<file path="config.mk">
export PLATFORM = sky130hd
export DESIGN_NAME = ultrasonic_echo_ranger_display_top
export DESIGN_NICKNAME = d
export VERILOG_FILES = /design/src/design/uerd_pkg.sv /design/src/design/uerd_disp.sv /design/src/design/uerd_seq.sv /design/src/design/ultrasonic_echo_ranger_display_top.sv
export SDC_FILE = /design/constraint.sdc
export NUM_CORES = 1
export LEC_CHECK = 0
export BUFFER_PORTS_ARGS = -buffer_cell sky130_fd_sc_hd__buf_2
export CAP_MARGIN = 20
export CELL_PAD_IN_SITES_DETAIL_PLACEMENT = 1
export CELL_PAD_IN_SITES_GLOBAL_PLACEMENT = 2
export CORE_UTILIZATION = 38
export CTS_BUF_LIST = sky130_fd_sc_hd__clkbuf_4 sky130_fd_sc_hd__clkbuf_8
export DETAILED_ROUTE_END_ITERATION = 6
export PLACE_DENSITY = 0.79
export SLEW_MARGIN = 20
export SYNTH_ARGS = -nofsm -noshare
export SYNTH_HDL_FRONTEND = slang
export SYNTH_SLANG_ARGS = --single-unit
</file>
<file path="constraint.sdc">
create_clock -name clk -period 11.4 [get_ports clk]
set_input_delay 2.28 -clock clk [delete_from_list [all_inputs] [get_ports clk]]
set_output_delay 2.28 -clock clk [all_outputs]
set_load 0.005 [all_outputs]
</file>
<file path="src/design/uerd_pkg.sv">
// Shared types, constants and functions of the ultrasonic echo ranger.
// No dependencies.
`timescale 1ns / 1ps

package uerd_pkg;

  localparam int unsigned CNT_W  = 24;
  localparam int unsigned SHRT_W = 16;
  localparam int unsigned BCD_W  = 12;
  localparam int unsigned DIST_W = 10;
  localparam int unsigned WORD_W = 32;
  localparam int unsigned CFGD_W = 24;
  localparam int unsigned CFGI_W = 3;

  localparam logic [SHRT_W-1:0] SETTLE_RST  = 16'd2;
  localparam logic [SHRT_W-1:0] PULSE_RST   = 16'd15;
  localparam logic [CNT_W-1:0]  TIMEOUT_RST = 24'd1000000;
  localparam logic [SHRT_W-1:0] TPU_RST     = 16'd150;
  localparam logic [CNT_W-1:0]  GAP_RST     = 24'd60000;

  localparam logic [WORD_W-1:0] DASHES  = 32'h4040_4040;
  localparam logic [BCD_W-1:0]  BCD_MAX = 12'h999;

  typedef enum logic [CFGI_W-1:0] {
    CFG_SETTLE  = 3'd0,
    CFG_PULSE   = 3'd1,
    CFG_TIMEOUT = 3'd2,
    CFG_TPU     = 3'd3,
    CFG_GAP     = 3'd4
  } cfg_idx_t;

  typedef enum logic [4:0] {
    PH_SETTLE  = 5'b00001,
    PH_PULSE   = 5'b00010,
    PH_WAIT    = 5'b00100,
    PH_MEASURE = 5'b01000,
    PH_GAP     = 5'b10000
  } phase_t;

  typedef struct packed {
    logic [SHRT_W-1:0] settle_ticks;
    logic [SHRT_W-1:0] pulse_ticks;
    logic [CNT_W-1:0]  echo_timeout_ticks;
    logic [SHRT_W-1:0] ticks_per_unit;
    logic [CNT_W-1:0]  repeat_gap_ticks;
  } cfg_t;

  typedef struct packed {
    logic              new_reading;
    logic              timed_out;
    logic [DIST_W-1:0] distance_units;
    logic [WORD_W-1:0] display_word;
    logic              trigger_out;
  } result_t;

  function automatic logic [6:0] seg_of(input logic [3:0] d);
    logic [6:0] s;
    case (d)
      4'd0: s = 7'h3F;
      4'd1: s = 7'h06;
      4'd2: s = 7'h5B;
      4'd3: s = 7'h4F;
      4'd4: s = 7'h66;
      4'd5: s = 7'h6D;
      4'd6: s = 7'h7D;
      4'd7: s = 7'h07;
      4'd8: s = 7'h7F;
      4'd9: s = 7'h6F;
      default: s = 7'h6F;
    endcase
    return s;
  endfunction

  function automatic logic [BCD_W-1:0] bcd_inc(input logic [BCD_W-1:0] b);
    logic [4:0] d0;
    logic [4:0] d1;
    logic [4:0] d2;
    logic [BCD_W-1:0] r;
    d0 = {1'b0, b[3:0]} + 5'd1;
    d1 = {1'b0, b[7:4]};
    d2 = {1'b0, b[11:8]};
    if (d0 > 5'd9) begin
      d0 = 5'd0;
      d1 = d1 + 5'd1;
    end
    if (d1 > 5'd9) begin
      d1 = 5'd0;
      d2 = d2 + 5'd1;
    end
    if (b >= BCD_MAX || d2 > 5'd9) begin
      r = BCD_MAX;
    end else begin
      r = {d2[3:0], d1[3:0], d0[3:0]};
    end
    return r;
  endfunction

endpackage

</file>
<file path="src/design/uerd_disp.sv">
// Seven-segment and binary view of the BCD distance counter.
// Depends on uerd_pkg.
`timescale 1ns / 1ps

module uerd_disp (
  input  logic [uerd_pkg::BCD_W-1:0]  bcd,
  output logic [uerd_pkg::WORD_W-1:0] seg_word,
  output logic [uerd_pkg::DIST_W-1:0] distance
);

  logic [3:0] dig_h;
  logic [3:0] dig_t;
  logic [3:0] dig_o;

  // clamp any non-decimal nibble to nine
  assign dig_h = (bcd[11:8] > 4'd9) ? 4'd9 : bcd[11:8];
  assign dig_t = (bcd[7:4]  > 4'd9) ? 4'd9 : bcd[7:4];
  assign dig_o = (bcd[3:0]  > 4'd9) ? 4'd9 : bcd[3:0];

  assign seg_word = {8'h00,
                     1'b0, uerd_pkg::seg_of(dig_h),
                     1'b0, uerd_pkg::seg_of(dig_t),
                     1'b0, uerd_pkg::seg_of(dig_o)};

  assign distance = ({6'd0, dig_h} * 10'd100) + ({6'd0, dig_t} * 10'd10) + {6'd0, dig_o};

endmodule

</file>
<file path="src/design/uerd_seq.sv">
// Measurement sequencer: phase, tick counter, unit prescaler, BCD counter
// and held reading. Depends on uerd_pkg.
`timescale 1ns / 1ps

module uerd_seq (
  input  logic                        clk,
  input  logic                        rst_n,
  input  logic                        step,
  input  logic                        echo_level,
  input  uerd_pkg::cfg_t              cfg,
  input  logic [uerd_pkg::WORD_W-1:0] seg_word,
  input  logic [uerd_pkg::DIST_W-1:0] seg_distance,
  output logic [uerd_pkg::BCD_W-1:0]  bcd,
  output uerd_pkg::result_t           res
);

  uerd_pkg::phase_t              phase_r, phase_nxt;
  logic [uerd_pkg::CNT_W-1:0]    count_r, count_nxt;
  logic [uerd_pkg::SHRT_W-1:0]   pre_r, pre_nxt;
  logic [uerd_pkg::BCD_W-1:0]    bcd_r, bcd_nxt;
  logic [uerd_pkg::WORD_W-1:0]   hold_r, hold_nxt;
  logic                          tout_r, tout_nxt;
  logic [uerd_pkg::DIST_W-1:0]   dist_r, dist_nxt;
  logic                          trig;
  logic                          done;
  logic                          count_hi;
  logic                          finish;

  always_comb begin
    phase_nxt = phase_r;
    count_nxt = count_r;
    pre_nxt   = pre_r;
    bcd_nxt   = bcd_r;
    hold_nxt  = hold_r;
    tout_nxt  = tout_r;
    dist_nxt  = dist_r;
    trig      = 1'b0;
    done      = 1'b0;
    count_hi  = 1'b0;
    finish    = 1'b0;

    // gap and settle fall straight through when their length is spent
    if (phase_nxt == uerd_pkg::PH_GAP) begin
      if (count_nxt < cfg.repeat_gap_ticks) begin
        count_nxt = count_nxt + 24'd1;
      end else begin
        phase_nxt = uerd_pkg::PH_SETTLE;
        count_nxt = '0;
      end
    end
    if (phase_nxt == uerd_pkg::PH_SETTLE) begin
      if (count_nxt < {8'd0, cfg.settle_ticks}) begin
        count_nxt = count_nxt + 24'd1;
      end else begin
        phase_nxt = uerd_pkg::PH_PULSE;
        count_nxt = '0;
      end
    end

    case (phase_nxt)
      uerd_pkg::PH_SETTLE, uerd_pkg::PH_GAP: begin
      end
      uerd_pkg::PH_PULSE: begin
        trig      = 1'b1;
        count_nxt = count_nxt + 24'd1;
        if (count_nxt >= {8'd0, cfg.pulse_ticks}) begin
          phase_nxt = uerd_pkg::PH_WAIT;
          count_nxt = '0;
        end
      end
      uerd_pkg::PH_WAIT: begin
        if (echo_level) begin
          phase_nxt = uerd_pkg::PH_MEASURE;
          count_nxt = '0;
          pre_nxt   = '0;
          bcd_nxt   = '0;
          count_hi  = 1'b1;
        end else begin
          count_nxt = count_nxt + 24'd1;
          if (count_nxt >= cfg.echo_timeout_ticks) begin
            hold_nxt  = uerd_pkg::DASHES;
            tout_nxt  = 1'b1;
            dist_nxt  = '0;
            done      = 1'b1;
            phase_nxt = uerd_pkg::PH_GAP;
            count_nxt = '0;
          end
        end
      end
      uerd_pkg::PH_MEASURE: begin
        if (echo_level) begin
          count_hi = 1'b1;
        end else begin
          finish = 1'b1;
        end
      end
      default: begin
        phase_nxt = uerd_pkg::PH_SETTLE;
        count_nxt = '0;
      end
    endcase

    if (count_hi) begin
      pre_nxt = pre_nxt + 16'd1;
      if (pre_nxt >= cfg.ticks_per_unit) begin
        pre_nxt = '0;
        bcd_nxt = uerd_pkg::bcd_inc(bcd_nxt);
      end
    end
    if (finish) begin
      hold_nxt  = seg_word;
      dist_nxt  = seg_distance;
      tout_nxt  = 1'b0;
      done      = 1'b1;
      phase_nxt = uerd_pkg::PH_GAP;
      count_nxt = '0;
    end
  end

  always_ff @(posedge clk) begin
    if (!rst_n) begin
      phase_r <= uerd_pkg::PH_SETTLE;
      count_r <= '0;
      pre_r   <= '0;
      bcd_r   <= '0;
      hold_r  <= '0;
      tout_r  <= 1'b0;
      dist_r  <= '0;
    end else if (step) begin
      phase_r <= phase_nxt;
      count_r <= count_nxt;
      pre_r   <= pre_nxt;
      bcd_r   <= bcd_nxt;
      hold_r  <= hold_nxt;
      tout_r  <= tout_nxt;
      dist_r  <= dist_nxt;
    end
  end

  assign bcd                = bcd_r;
  assign res.trigger_out    = trig;
  assign res.display_word   = hold_nxt;
  assign res.distance_units = dist_nxt;
  assign res.timed_out      = tout_nxt;
  assign res.new_reading    = done;

endmodule

</file>
<file path="src/design/ultrasonic_echo_ranger_display_top.sv">
// Ultrasonic echo ranger: one input request per timer tick carrying the sampled
// echo level, one result request per tick with trigger drive and the held
// reading. The sequencer state advances once per accepted tick and the result
// lands in an output register, so one tick is taken every cycle while results
// are drained, and the result is presented in the cycle after its tick is taken.
// Depends on uerd_pkg, uerd_disp and uerd_seq.
`timescale 1ns / 1ps

module ultrasonic_echo_ranger_display_top (
  input  logic                         clk,
  input  logic                         rst_n,
  input  logic                         in_tvalid,
  output logic                         in_tready,
  input  logic [7:0]                   in_tdata,   // [0] echo_level
  output logic                         out_tvalid,
  input  logic                         out_tready,
  output logic [47:0]                  out_tdata,  // [0] trigger_out, [32:1] display_word,
                                                   // [42:33] distance_units, [43] timed_out,
                                                   // [44] new_reading
  input  logic                         cfg_valid,
  output logic                         cfg_ready,
  input  logic [uerd_pkg::CFGI_W-1:0]  cfg_index,
  input  logic [uerd_pkg::CFGD_W-1:0]  cfg_data
);

  uerd_pkg::cfg_t              cfg_r;
  uerd_pkg::result_t           res;
  logic [uerd_pkg::BCD_W-1:0]  bcd;
  logic [uerd_pkg::WORD_W-1:0] seg_word;
  logic [uerd_pkg::DIST_W-1:0] seg_distance;
  logic                        step;
  logic                        out_valid_r;
  logic [47:0]                 out_data_r;

  assign cfg_ready = 1'b1;

  always_ff @(posedge clk) begin
    if (!rst_n) begin
      cfg_r.settle_ticks       <= uerd_pkg::SETTLE_RST;
      cfg_r.pulse_ticks        <= uerd_pkg::PULSE_RST;
      cfg_r.echo_timeout_ticks <= uerd_pkg::TIMEOUT_RST;
      cfg_r.ticks_per_unit     <= uerd_pkg::TPU_RST;
      cfg_r.repeat_gap_ticks   <= uerd_pkg::GAP_RST;
    end else if (cfg_valid) begin
      case (cfg_index)
        uerd_pkg::CFG_SETTLE:  cfg_r.settle_ticks       <= cfg_data[15:0];
        uerd_pkg::CFG_PULSE:   cfg_r.pulse_ticks        <= cfg_data[15:0];
        uerd_pkg::CFG_TIMEOUT: cfg_r.echo_timeout_ticks <= cfg_data;
        uerd_pkg::CFG_TPU:     cfg_r.ticks_per_unit     <= cfg_data[15:0];
        uerd_pkg::CFG_GAP:     cfg_r.repeat_gap_ticks   <= cfg_data;
        default: begin
        end
      endcase
    end
  end

  assign in_tready = !out_valid_r || out_tready;
  assign step      = in_tvalid && in_tready;

  uerd_disp u_disp (
    .bcd      (bcd),
    .seg_word (seg_word),
    .distance (seg_distance)
  );

  uerd_seq u_seq (
    .clk          (clk),
    .rst_n        (rst_n),
    .step         (step),
    .echo_level   (in_tdata[0]),
    .cfg          (cfg_r),
    .seg_word     (seg_word),
    .seg_distance (seg_distance),
    .bcd          (bcd),
    .res          (res)
  );

  always_ff @(posedge clk) begin
    if (!rst_n) begin
      out_valid_r <= 1'b0;
    end else if (in_tready) begin
      out_valid_r <= in_tvalid;
    end
  end

  always_ff @(posedge clk) begin
    if (step) begin
      out_data_r <= {3'd0, res.new_reading, res.timed_out, res.distance_units,
                     res.display_word, res.trigger_out};
    end
  end

  assign out_tvalid = out_valid_r;
  assign out_tdata  = out_data_r;

endmodule

</file>
==> impl_metrics.json <==
{
  "fillCellCount": 5064,
  "ff2ff_setup_slack_ns": 1.36,
  "vias_per_cell": 5.57,
  "synthArstFlopShare_pct": 0,
  "p_sw_share_pct": 26.7,
  "r2r-start": "u_seq.count_r[21]",
  "antenna_left": 0,
  "clock_skew_ns": 0.0375,
  "dieArea_mm2": 0.0427,
  "cp.arrival_ns": 10.58,
  "yosysSeqAreaShare_pct": 33.3,
  "synth_cell_types": 85,
  "pwr-share-comb_pct": 8.5,
  "core_area_mm2": 0.0410,
  "port_buffers": 79,
  "worst-slew-pin-transition_ns": 1.11,
  "antenna_found_initial": 0,
  "clk_pin_slew_ns": 0.06,
  "layout-drive-gt1-share_pct": 11.9,
  "wirelength_um": 54400,
  "peakVddDrop_mv": 0.0691,
  "critical_path.max_stage_delay_ns": 0.60,
  "worst_setup_path_start_kind": "flop",
  "hold_start": "cfg_r[37]",
  "power_leakage_nw": 7.42,
  "grt_pass1_vias": 15100,
  "routedWlPerCell_um": 20.5,
  "netlist.top_cell.by_area": "dfxtp_1",
  "ios": 91,
  "cts_resized": 0,
  "cp.buffers_inverters": 6,
  "ys_top_cells_by_area": "dfxtp_1 (25%), ha_1 (11%), edfxtp_1 (8.5%)",
  "cp_common_cell": "buf_4",
  "fmax_ghz": 0.0996,
  "synth_area_mm2": 0.0159,
  "vias": 14800,
  "cts_inserted_buffers": 46,
  "reg2reg_to": "u_seq.hold_r[31]",
  "violations": "DRC",
  "clock_path_buffers": 3,
  "clock-sinks": 242,
  "synth_top_flop_cell": "dfxtp_1",
  "drcViolationCount": 8,
  "nets": 2270,
  "cp_max_fo": 18,
  "fin_crit_ns": 10.04,
  "n_antenna_cell": 0,
  "synth_warnings": 0,
  "clock_latency_ns": 0.63,
  "dp_hpwl_um": 40700,
  "areaGrowthSynthToFinish_pct": 11.8,
  "netlist.area_leader.share_pct": 24.8,
  "die_y_um": 207,
  "min_path_type": "reg -> reg",
  "power_frac_clock_pct": 45.6,
  "power.share.sequential_pct": 45.9,
  "synth_edf_count": 45,
  "cts_root_buffer": "clkbuf_8",
  "syn_area_per_cell_um2": 7.84,
  "net-switching-power_mw": 0.522,
  "min_to": "cfg_r[37]",
  "rr_worst_depth": 42,
  "cp_top_family": "simple AND/OR/NAND/NOR gates",
  "grt_max_degree": 79,
  "max_slew_margin_pct": 25.7,
  "required_ns": 11.94,
  "p_int_mw": 1.44,
  "rows": 74,
  "powerDensity_mw_per_mm2": 110,
  "die_x_um": 207,
  "grt_pass1_wl_um": 85500,
  "cp.depth": 42,
  "hold_viol": 0,
  "grt_setup_unrepaired": "false",
  "overflow": 0,
  "fin_tns_setup_ns": 0,
  "drt-initial-drc-count": 668,
  "gp_congestion": 0.902,
  "finalSetupViolCount": 0,
  "start_util_pct": 38.8,
  "hold_depth": 2,
  "maxCapViolCount": 0,
  "slowest_stage": "nor4_1",
  "outcome": "finished, violations left",
  "netlist_instances": 2027,
  "final_common_cell": "nand2_1",
  "finalMaxSlewViolations": 0,
  "grt_use_total_pct": 26.1,
  "htree_levels": 2,
  "drt_first_pass_iters": 6,
  "crit_path_end_kind": "flop",
  "finalCritPeriodShare_pct": 88.1,
  "fin_area_mm2": 0.0178,
  "cts_tree": "done",
  "ctsHoldBuffers": 0,
  "cts_setup_buffers": 0,
  "placement.cell_area_mm2": 0.0168,
  "layout_common_cells": "nand2_1 (347), dfxtp_1 (197), a21oi_1 (181)",
  "synth_seq_cells": 242,
  "path_class": "reg -> reg"
}
-- registers in the layout (all words and copies together), names as in the netlist --
register / flops
u_seq.count_r: 24
u_seq.dist_r: 10
out_tdata: 45
u_seq.bcd: 12
u_seq.pre_r: 16
u_seq.tout_r: 1
u_seq.hold_r: 32
out_tvalid: 1
u_seq.phase_r: 5
cfg_r: 96
-- kinds of logic after synthesis --
logic type	Yosys count	synth area share [%]
adders and majority gates	148	11.9
xor gates and xnor gates	73	4.02
and+or+nand+nor	811	24.2
DFF	242	33.3
AOI/OAI and AO/OA	476	19.1
buffers and inverters	258	6.25
muxes	17	1.11
other	2	0.0472
-- final cells by class --
| class | instances | area [µm²] | share of cell area (%) |
|---|---|---|---|
| repair buffers | 116 | 673 | 3.79 |
| clock buffers | 69 | 837 | 4.71 |
| multi-input cells | 1529 | 9630 | 54.2 |
| well taps | 532 | 666 | 3.75 |
| clock inverters | 16 | 113 | 0.634 |
| flip-flops and latches | 242 | 5300 | 29.8 |
| inverters | 147 | 554 | 3.12 |
-- power groups by stage --
stage	clock network (mW)	registers [mW]	logic, mW
CTS	0.922	0.900	0.167
detailed placement	0	0.918	0.166
global placement	0	0.918	0.162
global route	0.959	0.902	0.183
floorplan	0	0.916	0.0939
finish	0.893	0.900	0.166
-- through the flow --
| stage | setup slack (ns) | cells | hold WS [ns] | utilization (%) | power (mW) |
|---|---|---|---|---|---|
| 3_3_place_gp | 1.58 | 2566 | 0.442 | 41.0 | 1.08 |
| 5_1_grt | 0.609 | 2651 | 0.471 | 43.3 | 2.04 |
| 2_1_floorplan | 3.11 | 2029 | 0.436 | - | 1.01 |
| 6_report | 1.36 | 2651 | 0.452 | 43.3 | 1.96 |
| 4_1_cts | 1.44 | 2651 | 0.456 | 43.3 | 1.99 |
| 3_5_place_dp | 1.50 | 2566 | 0.447 | 41.0 | 1.08 |
-- synth_stat cells (all sizes together), types with 7 or more instances --
library cell and number:
o21ai 84, edfxtp 45, nand2b 21, or4 7
ha 143, a21o 31, buf 16, or2 17
clkbuf 95, nor3 45, mux2i 12, xor2 34
o21a 16, o211a 8, nor2b 22, o211ai 37
nor2 144, and3 28, nand3 74, a31o 8
a21oi 181, or3 13, dfxtp 197, and2 28
nand4 20, a211oi 13, a22oi 23, o22ai 8
nor4 21, inv 146, nand2 347, a31oi 11
xnor2 39
-- how the worst max path moves through the flow --
stage                            startpoint                to
final                     u_seq.count_r[21]  u_seq.hold_r[31]
after global placement    u_seq.count_r[21]  u_seq.hold_r[13]
after detailed placement  u_seq.count_r[21]  u_seq.hold_r[13]
after floorplan           u_seq.count_r[21]     out_tdata[15]
after CTS                 u_seq.count_r[21]  u_seq.hold_r[31]
after global routing      u_seq.count_r[21]  u_seq.hold_r[13]
-- metal layers --
metal / vias up / track usage, % / part of all wire [%]
li1: 7172 / - / -
met1: 7244 / 33.3 / 45
met2: 264 / 45.1 / 49
met3: 73 / 3.47 / 3.5
met4: 0 / 8.82 / 2.6
met5: - / 0 / 0
-- worst min-delay path, cell delays in order, from the launching register on --
cell	delay [ns]
dfxtp_1	0.30
nand2_1	0.05
a21oi_1	0.05
No activity file was read; power rests on OpenSTA's default activity.
